**config.mk**
```make
export PLATFORM = sky130hd
export DESIGN_NAME = mark_sweep_garbage_scanner_top_flat
export DESIGN_NICKNAME = d
export VERILOG_FILES = /design/src/rtl/msgs_pkg.sv /design/src/rtl/msgs_in_if.sv /design/src/rtl/msgs_out_if.sv /design/src/rtl/mark_sweep_garbage_scanner_top.sv /design/src/flat_wrapper.sv
export SDC_FILE = /design/constraint.sdc
export NUM_CORES = 1
export LEC_CHECK = 0
export BUFFER_PORTS_ARGS = -buffer_cell sky130_fd_sc_hd__buf_2
export CORE_MARGIN = 2
export CORE_UTILIZATION = 45
export CTS_CLUSTER_DIAMETER = 50
export DETAILED_ROUTE_END_ITERATION = 16
export GPL_TIMING_DRIVEN = 0
export PLACE_DENSITY = 0.73
export SLEW_MARGIN = 20
export SYNTH_ARGS = -nofsm -noshare
export SYNTH_HDL_FRONTEND = slang
export SYNTH_SLANG_ARGS = --single-unit
```
**constraint.sdc**
```tcl
create_clock -name clk -period 4.8 [get_ports clk]
set_input_delay 0.24 -clock clk [delete_from_list [all_inputs] [get_ports clk]]
set_output_delay 0.24 -clock clk [all_outputs]
set_load 0.03 [all_outputs]
```
**src/rtl/msgs_pkg.sv**
```systemverilog
`timescale 1ns / 1ps

package msgs_pkg;

    // Fixed field widths
    localparam int ADDR_W  = 48;
    localparam int INDEX_W = 20;
    localparam int DATA_W  = 64;
    localparam int COUNT_W = 10;

    // Sequencer states, one-hot
    typedef enum logic [2:0] {
        ST_IDLE = 3'b001,
        ST_BASE = 3'b010,
        ST_SCAN = 3'b100
    } state_t;

endpackage

```
**src/rtl/msgs_in_if.sv**
```systemverilog
`timescale 1ns / 1ps

interface msgs_in_if;
    logic                          valid;
    logic                          ready;
    logic [msgs_pkg::INDEX_W-1:0]  word_index;
    logic [msgs_pkg::DATA_W-1:0]   live_word;
    logic [msgs_pkg::DATA_W-1:0]   mark_word;
    logic                          last_word;

    modport source (output valid, word_index, live_word, mark_word, last_word, input ready);
    modport sink   (input valid, word_index, live_word, mark_word, last_word, output ready);
endinterface

```
**src/rtl/msgs_out_if.sv**
```systemverilog
`timescale 1ns / 1ps

interface msgs_out_if;
    logic                          valid;
    logic                          ready;
    logic [msgs_pkg::ADDR_W-1:0]   object_address;
    logic                          has_object;
    logic                          batch_end;
    logic [msgs_pkg::COUNT_W-1:0]  batch_count;
    logic                          last_result;

    modport source (output valid, object_address, has_object, batch_end, batch_count,
                    last_result, input ready);
    modport sink   (input valid, object_address, has_object, batch_end, batch_count,
                    last_result, output ready);
endinterface

```
**src/rtl/mark_sweep_garbage_scanner_top.sv**
```systemverilog
`timescale 1ns / 1ps
// Sequence: an item is accepted in ST_IDLE, ST_BASE forms the word's base address, then
//   ST_SCAN walks one bit per cycle, holding while the output register is full, up to
//   the highest garbage bit. A new word is accepted only once the scanner is back in
//   ST_IDLE. One bit-step adder/shifter.
// Reset: rst_n clears the sequencer, the batch fill, heap_base and the output valid.
module mark_sweep_garbage_scanner_top #(
    parameter int WORD_BITS   = 64,
    parameter int ALIGNMENT   = 8,
    parameter int BATCH_SLOTS = 512
) (
    input  logic                        clk,
    input  logic                        rst_n,
    input  logic                        cfg_wr_en,
    input  logic [msgs_pkg::ADDR_W-1:0] cfg_wr_data,
    msgs_in_if.sink                     in_ch,
    msgs_out_if.source                  out_ch
);

    localparam int ADDR_W   = msgs_pkg::ADDR_W;
    localparam int INDEX_W  = msgs_pkg::INDEX_W;
    localparam int COUNT_W  = msgs_pkg::COUNT_W;
    // Byte distance between two consecutive bitmap words
    localparam int STRIDE   = WORD_BITS * ALIGNMENT;
    localparam int STRIDE_W = $clog2(STRIDE + 1);
    localparam int PROD_W   = INDEX_W + STRIDE_W;
    // Fill counter holds up to BATCH_SLOTS
    localparam int FILL_W   = $clog2(BATCH_SLOTS + 1);
    // Batch closes once the fill reaches this after a word
    localparam int CLOSE_AT = BATCH_SLOTS - WORD_BITS;

    msgs_pkg::state_t state_reg, state_next;

    logic [ADDR_W-1:0]    heap_base_reg, heap_base_next;
    logic [PROD_W-1:0]    offset_reg, offset_next;     // word_index * STRIDE
    logic [ADDR_W-1:0]    addr_reg, addr_next;         // address of bit 0 of sh_reg
    logic [WORD_BITS-1:0] sh_reg, sh_next;             // remaining garbage bits
    logic                 last_reg, last_next;
    logic [FILL_W-1:0]    fill_reg, fill_next;

    logic                 out_valid_reg, out_valid_next;
    logic [ADDR_W-1:0]    out_addr_reg, out_addr_next;
    logic                 out_has_reg, out_has_next;
    logic                 out_end_reg, out_end_next;
    logic [FILL_W-1:0]    out_count_reg, out_count_next;
    logic                 out_last_reg, out_last_next;

    logic                 in_fire;
    logic                 slot_free;
    logic [WORD_BITS-1:0] sh_rest;
    logic                 rest_empty;
    logic [FILL_W-1:0]    fill_inc;
    logic                 close_batch;

    assign in_ch.ready = (state_reg == msgs_pkg::ST_IDLE);
    assign in_fire     = in_ch.valid && in_ch.ready;

    // Output register takes a new item when empty or being drained
    assign slot_free   = !out_valid_reg || out_ch.ready;

    assign sh_rest     = sh_reg >> 1;
    assign rest_empty  = (sh_rest == '0);
    assign fill_inc    = fill_reg + FILL_W'(1);
    assign close_batch = (fill_inc >= FILL_W'(CLOSE_AT)) || last_reg;

    always_comb
    begin
        state_next     = state_reg;
        heap_base_next = heap_base_reg;
        offset_next    = offset_reg;
        addr_next      = addr_reg;
        sh_next        = sh_reg;
        last_next      = last_reg;
        fill_next      = fill_reg;

        out_valid_next = out_ch.ready ? 1'b0 : out_valid_reg;
        out_addr_next  = out_addr_reg;
        out_has_next   = out_has_reg;
        out_end_next   = out_end_reg;
        out_count_next = out_count_reg;
        out_last_next  = out_last_reg;

        if (cfg_wr_en)
        begin
            heap_base_next = cfg_wr_data;
        end

        case (state_reg)
            msgs_pkg::ST_IDLE:
            begin
                if (in_fire)
                begin
                    // Only the low WORD_BITS bits count; upper bits are ignored
                    sh_next     = in_ch.live_word[WORD_BITS-1:0]
                                  & ~in_ch.mark_word[WORD_BITS-1:0];
                    last_next   = in_ch.last_word;
                    offset_next = PROD_W'(in_ch.word_index) * PROD_W'(STRIDE);
                    state_next  = msgs_pkg::ST_BASE;
                end
            end

            msgs_pkg::ST_BASE:
            begin
                addr_next  = heap_base_reg + ADDR_W'(offset_reg);
                state_next = msgs_pkg::ST_SCAN;
            end

            msgs_pkg::ST_SCAN:
            begin
                if (sh_reg == '0)
                begin
                    // Word without garbage: flush marker only on last word, open batch
                    if (last_reg && (fill_reg != '0))
                    begin
                        if (slot_free)
                        begin
                            out_valid_next = 1'b1;
                            out_addr_next  = '0;
                            out_has_next   = 1'b0;
                            out_end_next   = 1'b1;
                            out_count_next = fill_reg;
                            out_last_next  = 1'b1;
                            fill_next      = '0;
                            state_next     = msgs_pkg::ST_IDLE;
                        end
                    end
                    else
                    begin
                        state_next = msgs_pkg::ST_IDLE;
                    end
                end
                else if (!sh_reg[0])
                begin
                    sh_next   = sh_rest;
                    addr_next = addr_reg + ADDR_W'(ALIGNMENT);
                end
                else if (slot_free)
                begin
                    out_valid_next = 1'b1;
                    out_addr_next  = addr_reg;
                    out_has_next   = 1'b1;
                    out_end_next   = rest_empty && close_batch;
                    out_count_next = fill_inc;
                    out_last_next  = rest_empty;
                    sh_next        = sh_rest;
                    addr_next      = addr_reg + ADDR_W'(ALIGNMENT);
                    fill_next      = fill_inc;
                    if (rest_empty)
                    begin
                        if (close_batch)
                        begin
                            fill_next = '0;
                        end
                        state_next = msgs_pkg::ST_IDLE;
                    end
                end
            end

            default:
            begin
                state_next = msgs_pkg::ST_IDLE;
            end
        endcase
    end

    always_ff @(posedge clk or negedge rst_n)
    begin
        if (!rst_n)
        begin
            state_reg     <= msgs_pkg::ST_IDLE;
            heap_base_reg <= '0;
            fill_reg      <= '0;
            out_valid_reg <= 1'b0;
        end
        else
        begin
            state_reg     <= state_next;
            heap_base_reg <= heap_base_next;
            fill_reg      <= fill_next;
            out_valid_reg <= out_valid_next;
        end
    end

    // Datapath, no reset
    always_ff @(posedge clk)
    begin
        offset_reg    <= offset_next;
        addr_reg      <= addr_next;
        sh_reg        <= sh_next;
        last_reg      <= last_next;
        out_addr_reg  <= out_addr_next;
        out_has_reg   <= out_has_next;
        out_end_reg   <= out_end_next;
        out_count_reg <= out_count_next;
        out_last_reg  <= out_last_next;
    end

    assign out_ch.valid          = out_valid_reg;
    assign out_ch.object_address = out_addr_reg;
    assign out_ch.has_object     = out_has_reg;
    assign out_ch.batch_end      = out_end_reg;
    assign out_ch.batch_count    = COUNT_W'(out_count_reg);
    assign out_ch.last_result    = out_last_reg;

endmodule

```
**src/flat_wrapper.sv**
```systemverilog
// flat-port wrapper written by rule: the top's interface ports become plain ports
module mark_sweep_garbage_scanner_top_flat 
#(
    parameter int WORD_BITS   = 64,
    parameter int ALIGNMENT   = 8,
    parameter int BATCH_SLOTS = 512
)
  (clk, rst_n, cfg_wr_en, cfg_wr_data, in_ch_valid, in_ch_word_index, in_ch_live_word, in_ch_mark_word, in_ch_last_word, in_ch_ready, out_ch_valid, out_ch_object_address, out_ch_has_object, out_ch_batch_end, out_ch_batch_count, out_ch_last_result, out_ch_ready);
  msgs_in_if in_ch_i ();
  msgs_out_if out_ch_i ();
  input  logic clk;
  input  logic rst_n;
  input  logic cfg_wr_en;
  input  logic [msgs_pkg::ADDR_W-1:0] cfg_wr_data;
  input wire logic [$bits(in_ch_i.valid)-1:0] in_ch_valid;
  input wire logic [$bits(in_ch_i.word_index)-1:0] in_ch_word_index;
  input wire logic [$bits(in_ch_i.live_word)-1:0] in_ch_live_word;
  input wire logic [$bits(in_ch_i.mark_word)-1:0] in_ch_mark_word;
  input wire logic [$bits(in_ch_i.last_word)-1:0] in_ch_last_word;
  output wire logic [$bits(in_ch_i.ready)-1:0] in_ch_ready;
  output wire logic [$bits(out_ch_i.valid)-1:0] out_ch_valid;
  output wire logic [$bits(out_ch_i.object_address)-1:0] out_ch_object_address;
  output wire logic [$bits(out_ch_i.has_object)-1:0] out_ch_has_object;
  output wire logic [$bits(out_ch_i.batch_end)-1:0] out_ch_batch_end;
  output wire logic [$bits(out_ch_i.batch_count)-1:0] out_ch_batch_count;
  output wire logic [$bits(out_ch_i.last_result)-1:0] out_ch_last_result;
  input wire logic [$bits(out_ch_i.ready)-1:0] out_ch_ready;
  assign in_ch_i.valid = in_ch_valid;
  assign in_ch_i.word_index = in_ch_word_index;
  assign in_ch_i.live_word = in_ch_live_word;
  assign in_ch_i.mark_word = in_ch_mark_word;
  assign in_ch_i.last_word = in_ch_last_word;
  assign in_ch_ready = in_ch_i.ready;
  assign out_ch_valid = out_ch_i.valid;
  assign out_ch_object_address = out_ch_i.object_address;
  assign out_ch_has_object = out_ch_i.has_object;
  assign out_ch_batch_end = out_ch_i.batch_end;
  assign out_ch_batch_count = out_ch_i.batch_count;
  assign out_ch_last_result = out_ch_i.last_result;
  assign out_ch_i.ready = out_ch_ready;
  mark_sweep_garbage_scanner_top #(.WORD_BITS(WORD_BITS), .ALIGNMENT(ALIGNMENT), .BATCH_SLOTS(BATCH_SLOTS)) u_core (.clk(clk), .rst_n(rst_n), .cfg_wr_en(cfg_wr_en), .cfg_wr_data(cfg_wr_data), .in_ch(in_ch_i), .out_ch(out_ch_i));
endmodule
```
==> summary.md, run 1 <==
| Metric | Value |
|---|---|
| Status | `finished, final reports clean` |
| Kind of start point of the critical path | `register` |
| Sequential share of the synthesized area | `around 58%` |
| Cts repair resizes | `0` |
| CTS Buffer Depth | `3` |
| CTS clk-pin slew, worst paths | `around 0.06 ns` |
| Drt drc | `0` |
| FILL cells | `roughly 2300` |
| Synthesized flop and latch total | `256` |
| Final net count | `between 1500 and 2000` |
| FF+latch area | `between 7000 and 8000 um2` |
| Worst min-delay path class | `input port to register` |
| Complex-gate fraction of the synthesized area | `12.2%` |
| Xor/xnor share of the synthesized area | `5.88%` |
| Leak pwr | `6.81 nW` |
| Initial core utilization | `45.6%` |
| Root Buffer | `clkbuf_16` |
| Rows | `61` |
| Synth Instances | `1069` |
| Main combinational cell family by area after synthesis | `simple AND/OR/NAND/NOR gates` |
| Final setup viols | `0` |
| Max Slew Vio Count | `0` |
| Worst Hold End | `u_core.sh_reg[20]` |
| Largest register FFs | `between 60 and 70` |
| Layout Skew | `0.0145 ns` |
| CTS Buf Count | `30` |
| Crit path kind | `register to register` |
| Pwr Density | `approximately 540 nW/um2` |
| Gate power share | `27.2%` |
| WP data arrival | `3.44 ns` |
| Area of the multi-input gates | `4770 um2` |
| Max_cap viols | `0` |
| Setup TNS | `0 ns` |
| Psw | `2.89 mW` |
| Syn Area/Cell | `about 12 um2` |
| WL final | `33.5 mm` |
| Largest net degree at the start of global routing | `63` |
| Synth Flop Type | `edfxtp_1` |
| Worst-Margin Slew | `1.09 ns` |
| RSZ-0062 raised after global routing | `no` |
| Sequential power share | `45.3%` |
| Critical path peak fanout | `62` |
| Required time worst endpoint | `4.98 ns` |
| Vias | `9866` |
| Port Buffers | `263` |
| Tcrit/Tclk final | `68.0%` |
| Sw Ratio | `32.6%` |
| Layout cell share with drive strength beyond 1 | `25.5%` |
| Max Fclk | `306 MHz` |
| Grt ovf | `0` |
| Hold Path Stages | `2` |
| EDFF count, synth | `194` |
| First-pass GRT wire length | `51.6 mm` |
| Vias per Instance | `5.30` |
| Detail Route Antenna Nets | `0` |
| WL/cell | `18.0 um` |
| R2R Setup Slk | `1.54 ns` |
| Total GRT Usage | `22.4%` |
| Mapped Nets | `1295` |
| Fin Hold WS | `roughly 0.013 ns` |
| IO Count | `265` |
| Vias in the first global route | `around 10000` |
| Synth unique cells | `between 50 and 60` |
| R2R depth | `7` |
| DP HPWL | `24.2 mm` |
| Clock sink count | `256` |
| CTS tree | `yes` |
| Die X | `172 um` |
| Skew-Pair Late Insertion Delay | `0.55 ns` |
| Critical Path End Type | `register` |
| Synthesis warning total | `0` |
| Synth async-reset ratio | `24.2%` |
| Max VDD drop | `0.273 mV` |
| Die span in y | `172 um` |
| Die ar. | `29500 um2` |
| Slew margin rel. | `27.5%` |
| 1st-pass router iterations | `5` |
| Synth Area in Adders | `2.43%` |
| Core area | `roughly 28000 um2` |
| Simple-Gate Fraction of Synth Area | `12.6%` |
| Drt first-iter violations | `853` |
| Hold_sp | `in_ch_live_word[20]` |
| Total number of H-tree levels | `1` |
| Reg2reg start | `u_core.sh_reg[27]` |
| Initial antenna violation count | `1` |
| Mux share of post-synthesis cell area | `4.49%` |
| Synthesized area | `12700 um2` |
| Pint | `between 5 and 6 mW` |
| Worst R2R End | `u_core.out_ch.object_address[9]` |
| Area Overhead vs Synth | `30.6%` |
| Final Hold Vio Count | `0` |
| Global placement routability congestion | `approximately 0.90` |
| Clock share of power | `27.5%` |
| Fin crit period | `3.26 ns` |
## through the flow
| step | area [um2] | instances | util, % | power (mW) | setup WS (ns) |
|---|---|---|---|---|---|
| final | 16500 | 1860 | 59.5 | 8.87 | 1.54 |
| after global routing | 16500 | 1860 | 59.5 | 9.31 | 1.32 |
| after CTS | 16500 | 1859 | 59.5 | 8.88 | 1.55 |
| after detailed placement | 14500 | 1713 | 52.3 | 6.37 | 1.57 |
| after global placement | 14500 | 1710 | 52.0 | 6.29 | 0.249 |
| after floorplan | 12700 | 1069 | - | 5.56 | 0.566 |
## power groups by stage
| stage | clock (mW) | sequential [mW] | combinational, mW |
|---|---|---|---|
| global placement | 0 | 4.04 | 2.25 |
| global route | 2.57 | 4.09 | 2.65 |
| floorplan | 0 | 4.28 | 1.27 |
| CTS | 2.47 | 4.00 | 2.41 |
| detailed placement | 0 | 4.04 | 2.33 |
| finish | 2.44 | 4.02 | 2.41 |
## logic make-up (layout without fill, tap and decap cells)
group           count (synthesis)  after routing
compound gates                212            212
fa+ha+maj                      24             24
flops                         256            256
other cells                     0              1
xor+xnor                       85             85
mux                            51             51
buf+inv                       136            548
simple gates                  305            305
## worst max path at each step
stage | from | endpoint | cells past startpoint
final | u_core.sh_reg[27] | u_core.out_ch.object_address[9] | 7
after global routing | u_core.sh_reg[27] | u_core.sh_reg[50] | 9
after CTS | u_core.sh_reg[27] | u_core.out_ch.object_address[29] | 7
after detailed placement | u_core.sh_reg[27] | u_core.out_ch.object_address[3] | 7
after global placement | u_core.state_reg[0] | u_core.sh_reg[28] | 4
after floorplan | u_core.state_reg[0] | u_core.sh_reg[10] | 4
## cell usage after synthesis, drive strengths merged, types with 12 or more instances
cell type	instances	share of area, %
edfxtp	194	46
inv	87	2.6
nand2	69	2.0
a32o	62	4.9
dfrtp	61	12
nor2	61	1.8
xnor2	55	3.8
and2	51	2.5
a21oi	48	1.9
mux2	46	4.1
o21ai	43	1.7
clkbuf	36	1.1
xor2	30	2.1
ha	23	2.3
nand4	23	1.1
nor4	23	1.3
nand3	22	0.91
and3	13	0.64
buf	13	0.47
a21o	12	0.71
## cells in the final DEF (no fill, tap or decap), drive strengths merged, types with 30 or more instances in the layout
master       count
xor2            30
clkbuf          78
and2            51
a32o            62
nor2            61
inv             88
xnor2           55
a21oi           48
buf            279
mux2            46
o21ai           43
edfxtp         194
nand2           69
dfrtp           61
dlygate4sd3     90
## critical path, cell delays in order, from the launching register on
cell	delay (ns)
edfxtp_1	0.41
nor4_1	0.46
nand4_1	0.25
nor4_4	0.50
a21oi_2	0.10
or3_1	0.35
buf_2	0.21
inv_4	0.56
## area by class of cell
class | count | area share, %
antenna | 1 | 0.0151
buffer | 49 | 1.18
clock buffer | 42 | 5.50
clock inverter | 14 | 1.13
inverter | 87 | 1.99
multi-input combinational | 677 | 28.8
sequential | 256 | 44.6
tap | 378 | 2.86
timing repair buffer | 356 | 13.9
## layer usage
metal	GRT usage, %	wire (um)	vias up
li1	-	-	4737
met1	28.7	14300	4709
met2	38.3	16000	352
met3	3.82	2080	68
met4	8.04	1190	0
met5	0	0	-
## timing repair
action                    CTS  global route
hold endpoints to repair  152             0
setup buffers               0             0
hold buffers               90             0
Power figures use the tool's default switching activity.
==> run 2, diff against run 1 <==
--- a/config.mk
+++ b/config.mk
@@ -11,7 +11,7 @@
 export CTS_CLUSTER_DIAMETER = 50
 export DETAILED_ROUTE_END_ITERATION = 16
 export GPL_TIMING_DRIVEN = 0
-export PLACE_DENSITY = 0.73
+export PLACE_DENSITY = 0.75
 export SLEW_MARGIN = 20
 export SYNTH_ARGS = -nofsm -noshare
 export SYNTH_HDL_FRONTEND = slang
==> constraint.sdc (replaced) <==
create_clock -name clk -period 2.7 [get_ports clk]
set_input_delay 0.135 -clock clk [delete_from_list [all_inputs] [get_ports clk]]
set_output_delay 0.135 -clock clk [all_outputs]
set_load 0.03 [all_outputs]
==> run 2 against run 1 <==
The run now ends with negative setup slack left. Fmax is 14% higher. Worst hold slack worse by 0.0076 ns. Sequential share of layout area is 4.8 points lower. Clock skew is 0.00072 ns lower. Routed wire length is 22% higher. Combinational power is 140% higher. Power is 92% higher. Utilization is 7.1 points higher. Clock power is 63% higher. Sequential cell count stayed put. Critical path type unchanged. Largest cell class unchanged. Largest power group unchanged. Highest routed layer is now met5.
==> summary.md, run 2 (same netlist as run 1, synthesis figures left out) <==
| Metric | Value |
|---|---|
| RSZ-0062 raised after global routing | `yes` |
| WP data arrival | `3.14 ns` |
| Largest net degree at the start of global routing | `46` |
| Commonest non-fill, non-tap cell in the layout | `buf_2` |
| R2R Setup Slk | `-0.17 ns` |
| CTS Buf Count | `30` |
| CTS clk-pin slew, worst paths | `~0.070 ns` |
| Failing checks | `negative setup slack` |
| Status | `complete, but fails checks` |
| Critical path peak fanout | `11` |
| Layout Skew | `0.0138 ns` |
| Detail Route Antenna Nets | `0` |
| Skew-Pair Late Insertion Delay | `0.56 ns` |
| WL/cell | `20.4 um` |
| Max_cap viols | `0` |
| Crit path kind | `register to register` |
| Fin worst setup slack | `-0.171 ns` |
| Total Power | `17.1 mW` |
| Die X | `172 um` |
| Reg2reg start | `u_core.sh_reg[24]` |
| Leak pwr | `7.65 nW` |
| WL final | `41.0 mm` |
| Die ar. | `about 30000 um2` |
| Worst min-delay path class | `input port to async pin` |
| R2R depth | `10` |
| Fin crit period | `around 2.9 ns` |
| Drt drc | `0` |
| Dpl cells | `1713` |
| Grt ovf | `0` |
| Worst-Margin Slew | `around 0.77 ns` |
| Slowest-stage cell, CP | `edfxtp_1` |
| Initial core utilization | `45.6%` |
| Global placement routability congestion | `0.923` |
| CTS Buffer Depth | `3` |
| CTS tree | `yes` |
| Vias | `11262` |
| Required time worst endpoint | `between 2 and 3 ns` |
| Core area | `between 20000 and 30000 um2` |
| DP HPWL | `roughly 24 mm` |
| Vias in the first global route | `11437` |
| IO Count | `265` |
| DP Worst Slack | `-0.927 ns` |
| Most frequent cells in the layout | `buf_2, dlygate4sd3_1, edfxtp_1` |
| Crit path cell chain | `nor4_2 -> nand4_1 -> nor4_4 -> buf_4 -> a21oi_2 -> or3_4 -> buf_8 -> clkinvlp_4 -> buf_6 -> buf_12` |
| Worst R2R End | `u_core.out_ch.object_address[45]` |
| Max Fclk | `348 MHz` |
| Final Hold Vio Count | `0` |
| Area Overhead vs Synth | `46.3%` |
| Kind of start point of the critical path | `register` |
| CP peak stage delay | `0.44 ns` |
| Setup TNS | `-14.71 ns` |
| Slew margin rel. | `48.9%` |
| Drt first-iter violations | `1237` |
| Initial antenna violation count | `2` |
| Critical Path End Type | `register` |
| Total number of H-tree levels | `1` |
| Vias per Instance | `5.61` |
| Final setup viols | `approximately 130` |
| First-pass GRT wire length | `60.6 mm` |
| Root Buffer | `clkbuf_16` |
| Layout cell share with drive strength beyond 1 | `30.6%` |
| 1st-pass router iterations | `5` |
| Clock sink count | `256` |
| Largest register FFs | `between 60 and 70` |
| Total GRT Usage | `between 20% and 30%` |
| Rows | `61` |
| Tcrit/Tclk final | `106%` |
| Pwr Density | `approximately 900 nW/um2` |
| Max Slew Vio Count | `0` |
| Max VDD drop | `about 0.57 mV` |
| Final non-filler cell total | `2008` |
| Die span in y | `between 150 and 200 um` |
| Final net count | `1831` |
| Port Buffers | `263` |
==> run 2: cell count changes in the layout (fill, tap and decap cells not counted), moves of 8 or more <==
cell | previous run | this run
buf_6 | 1 | 11
ha_1 | 23 | 15
buf_4 | 1 | 15
and2_4 | 1 | 12
clkbuf_1 | 40 | 26
o21ai_0 | 41 | 32
dlygate4sd3_1 | 90 | 199
==> run 2: area by class of cell <==
type / count / area (um2)
Timing Repair Buffer: 495 / 3750
Multi-Input combinational cell: 692 / 5380
Antenna cell: 1 / 2.50
Buffer: 43 / 218
Clock buffer: 36 / 783
Inverter: 87 / 334
Fill cell: 1968 / 9260
Tap cell: 378 / 473
Sequential cell: 256 / 7380
Clock inverter: 20 / 199
==> run 2: how the worst max path moves through the flow <==
stage                      startpoint                                to  slack [ns]
CTS                 u_core.sh_reg[33]  u_core.out_ch.object_address[28]       -0.12
floorplan           u_core.sh_reg[24]      u_core.out_ch.batch_count[0]       -0.10
global placement    u_core.sh_reg[26]  u_core.out_ch.object_address[30]       -0.83
detailed placement  u_core.sh_reg[26]                 u_core.sh_reg[18]       -0.93
finish              u_core.sh_reg[24]  u_core.out_ch.object_address[45]       -0.17
global route        u_core.sh_reg[16]  u_core.out_ch.object_address[45]       -0.29
==> run 2: where the power goes <==
group	switching, mW	internal [mW]
Combinational	3.04	2.76
Sequential	1.14	6.16
Clock	1.68	2.29
Total	5.87	11.2
==> run 2: metrics by stage <==
stage                     hold WS, ns  utilization (%)  instance area [um2]
after floorplan                -0.161                -                12700
after global placement          0.297             52.1                14500
after CTS                    0.000649             65.0                18100
after detailed placement       0.0485             52.4                14600
final                         0.00498             66.7                18500
after global routing           0.0341             66.7                18500
==> run 2: metal layers <==
metal / vias up / wire, um / global-route usage, % / share of wire (%)
li1: 5068 / - / - / -
met1: 5387 / 16000 / 33.7 / 39
met2: 654 / 20000 / 44.7 / 49
met3: 151 / 3040 / 3.89 / 7.4
met4: 2 / 1940 / 13.4 / 4.7
met5: - / 13 / 0 / 0.032
==> run 2: repair_timing <==
item	in CTS	in global routing
gates cloned	14	8
hold buffers	199	0
endpoints found under the setup margin	258	247
resized for setup	59	91
endpoints found under the hold margin	198	0
pin swaps	8	15
buffers inserted	17	10
==> run 2: worst max-delay path: cells and delay by family (launching register included) <==
kind | cells | cell delay, ns
simple gates | 4 | 1.35
compound gates | 1 | 0.05
buf+inv | 5 | 0.73
flops | 1 | 0.44
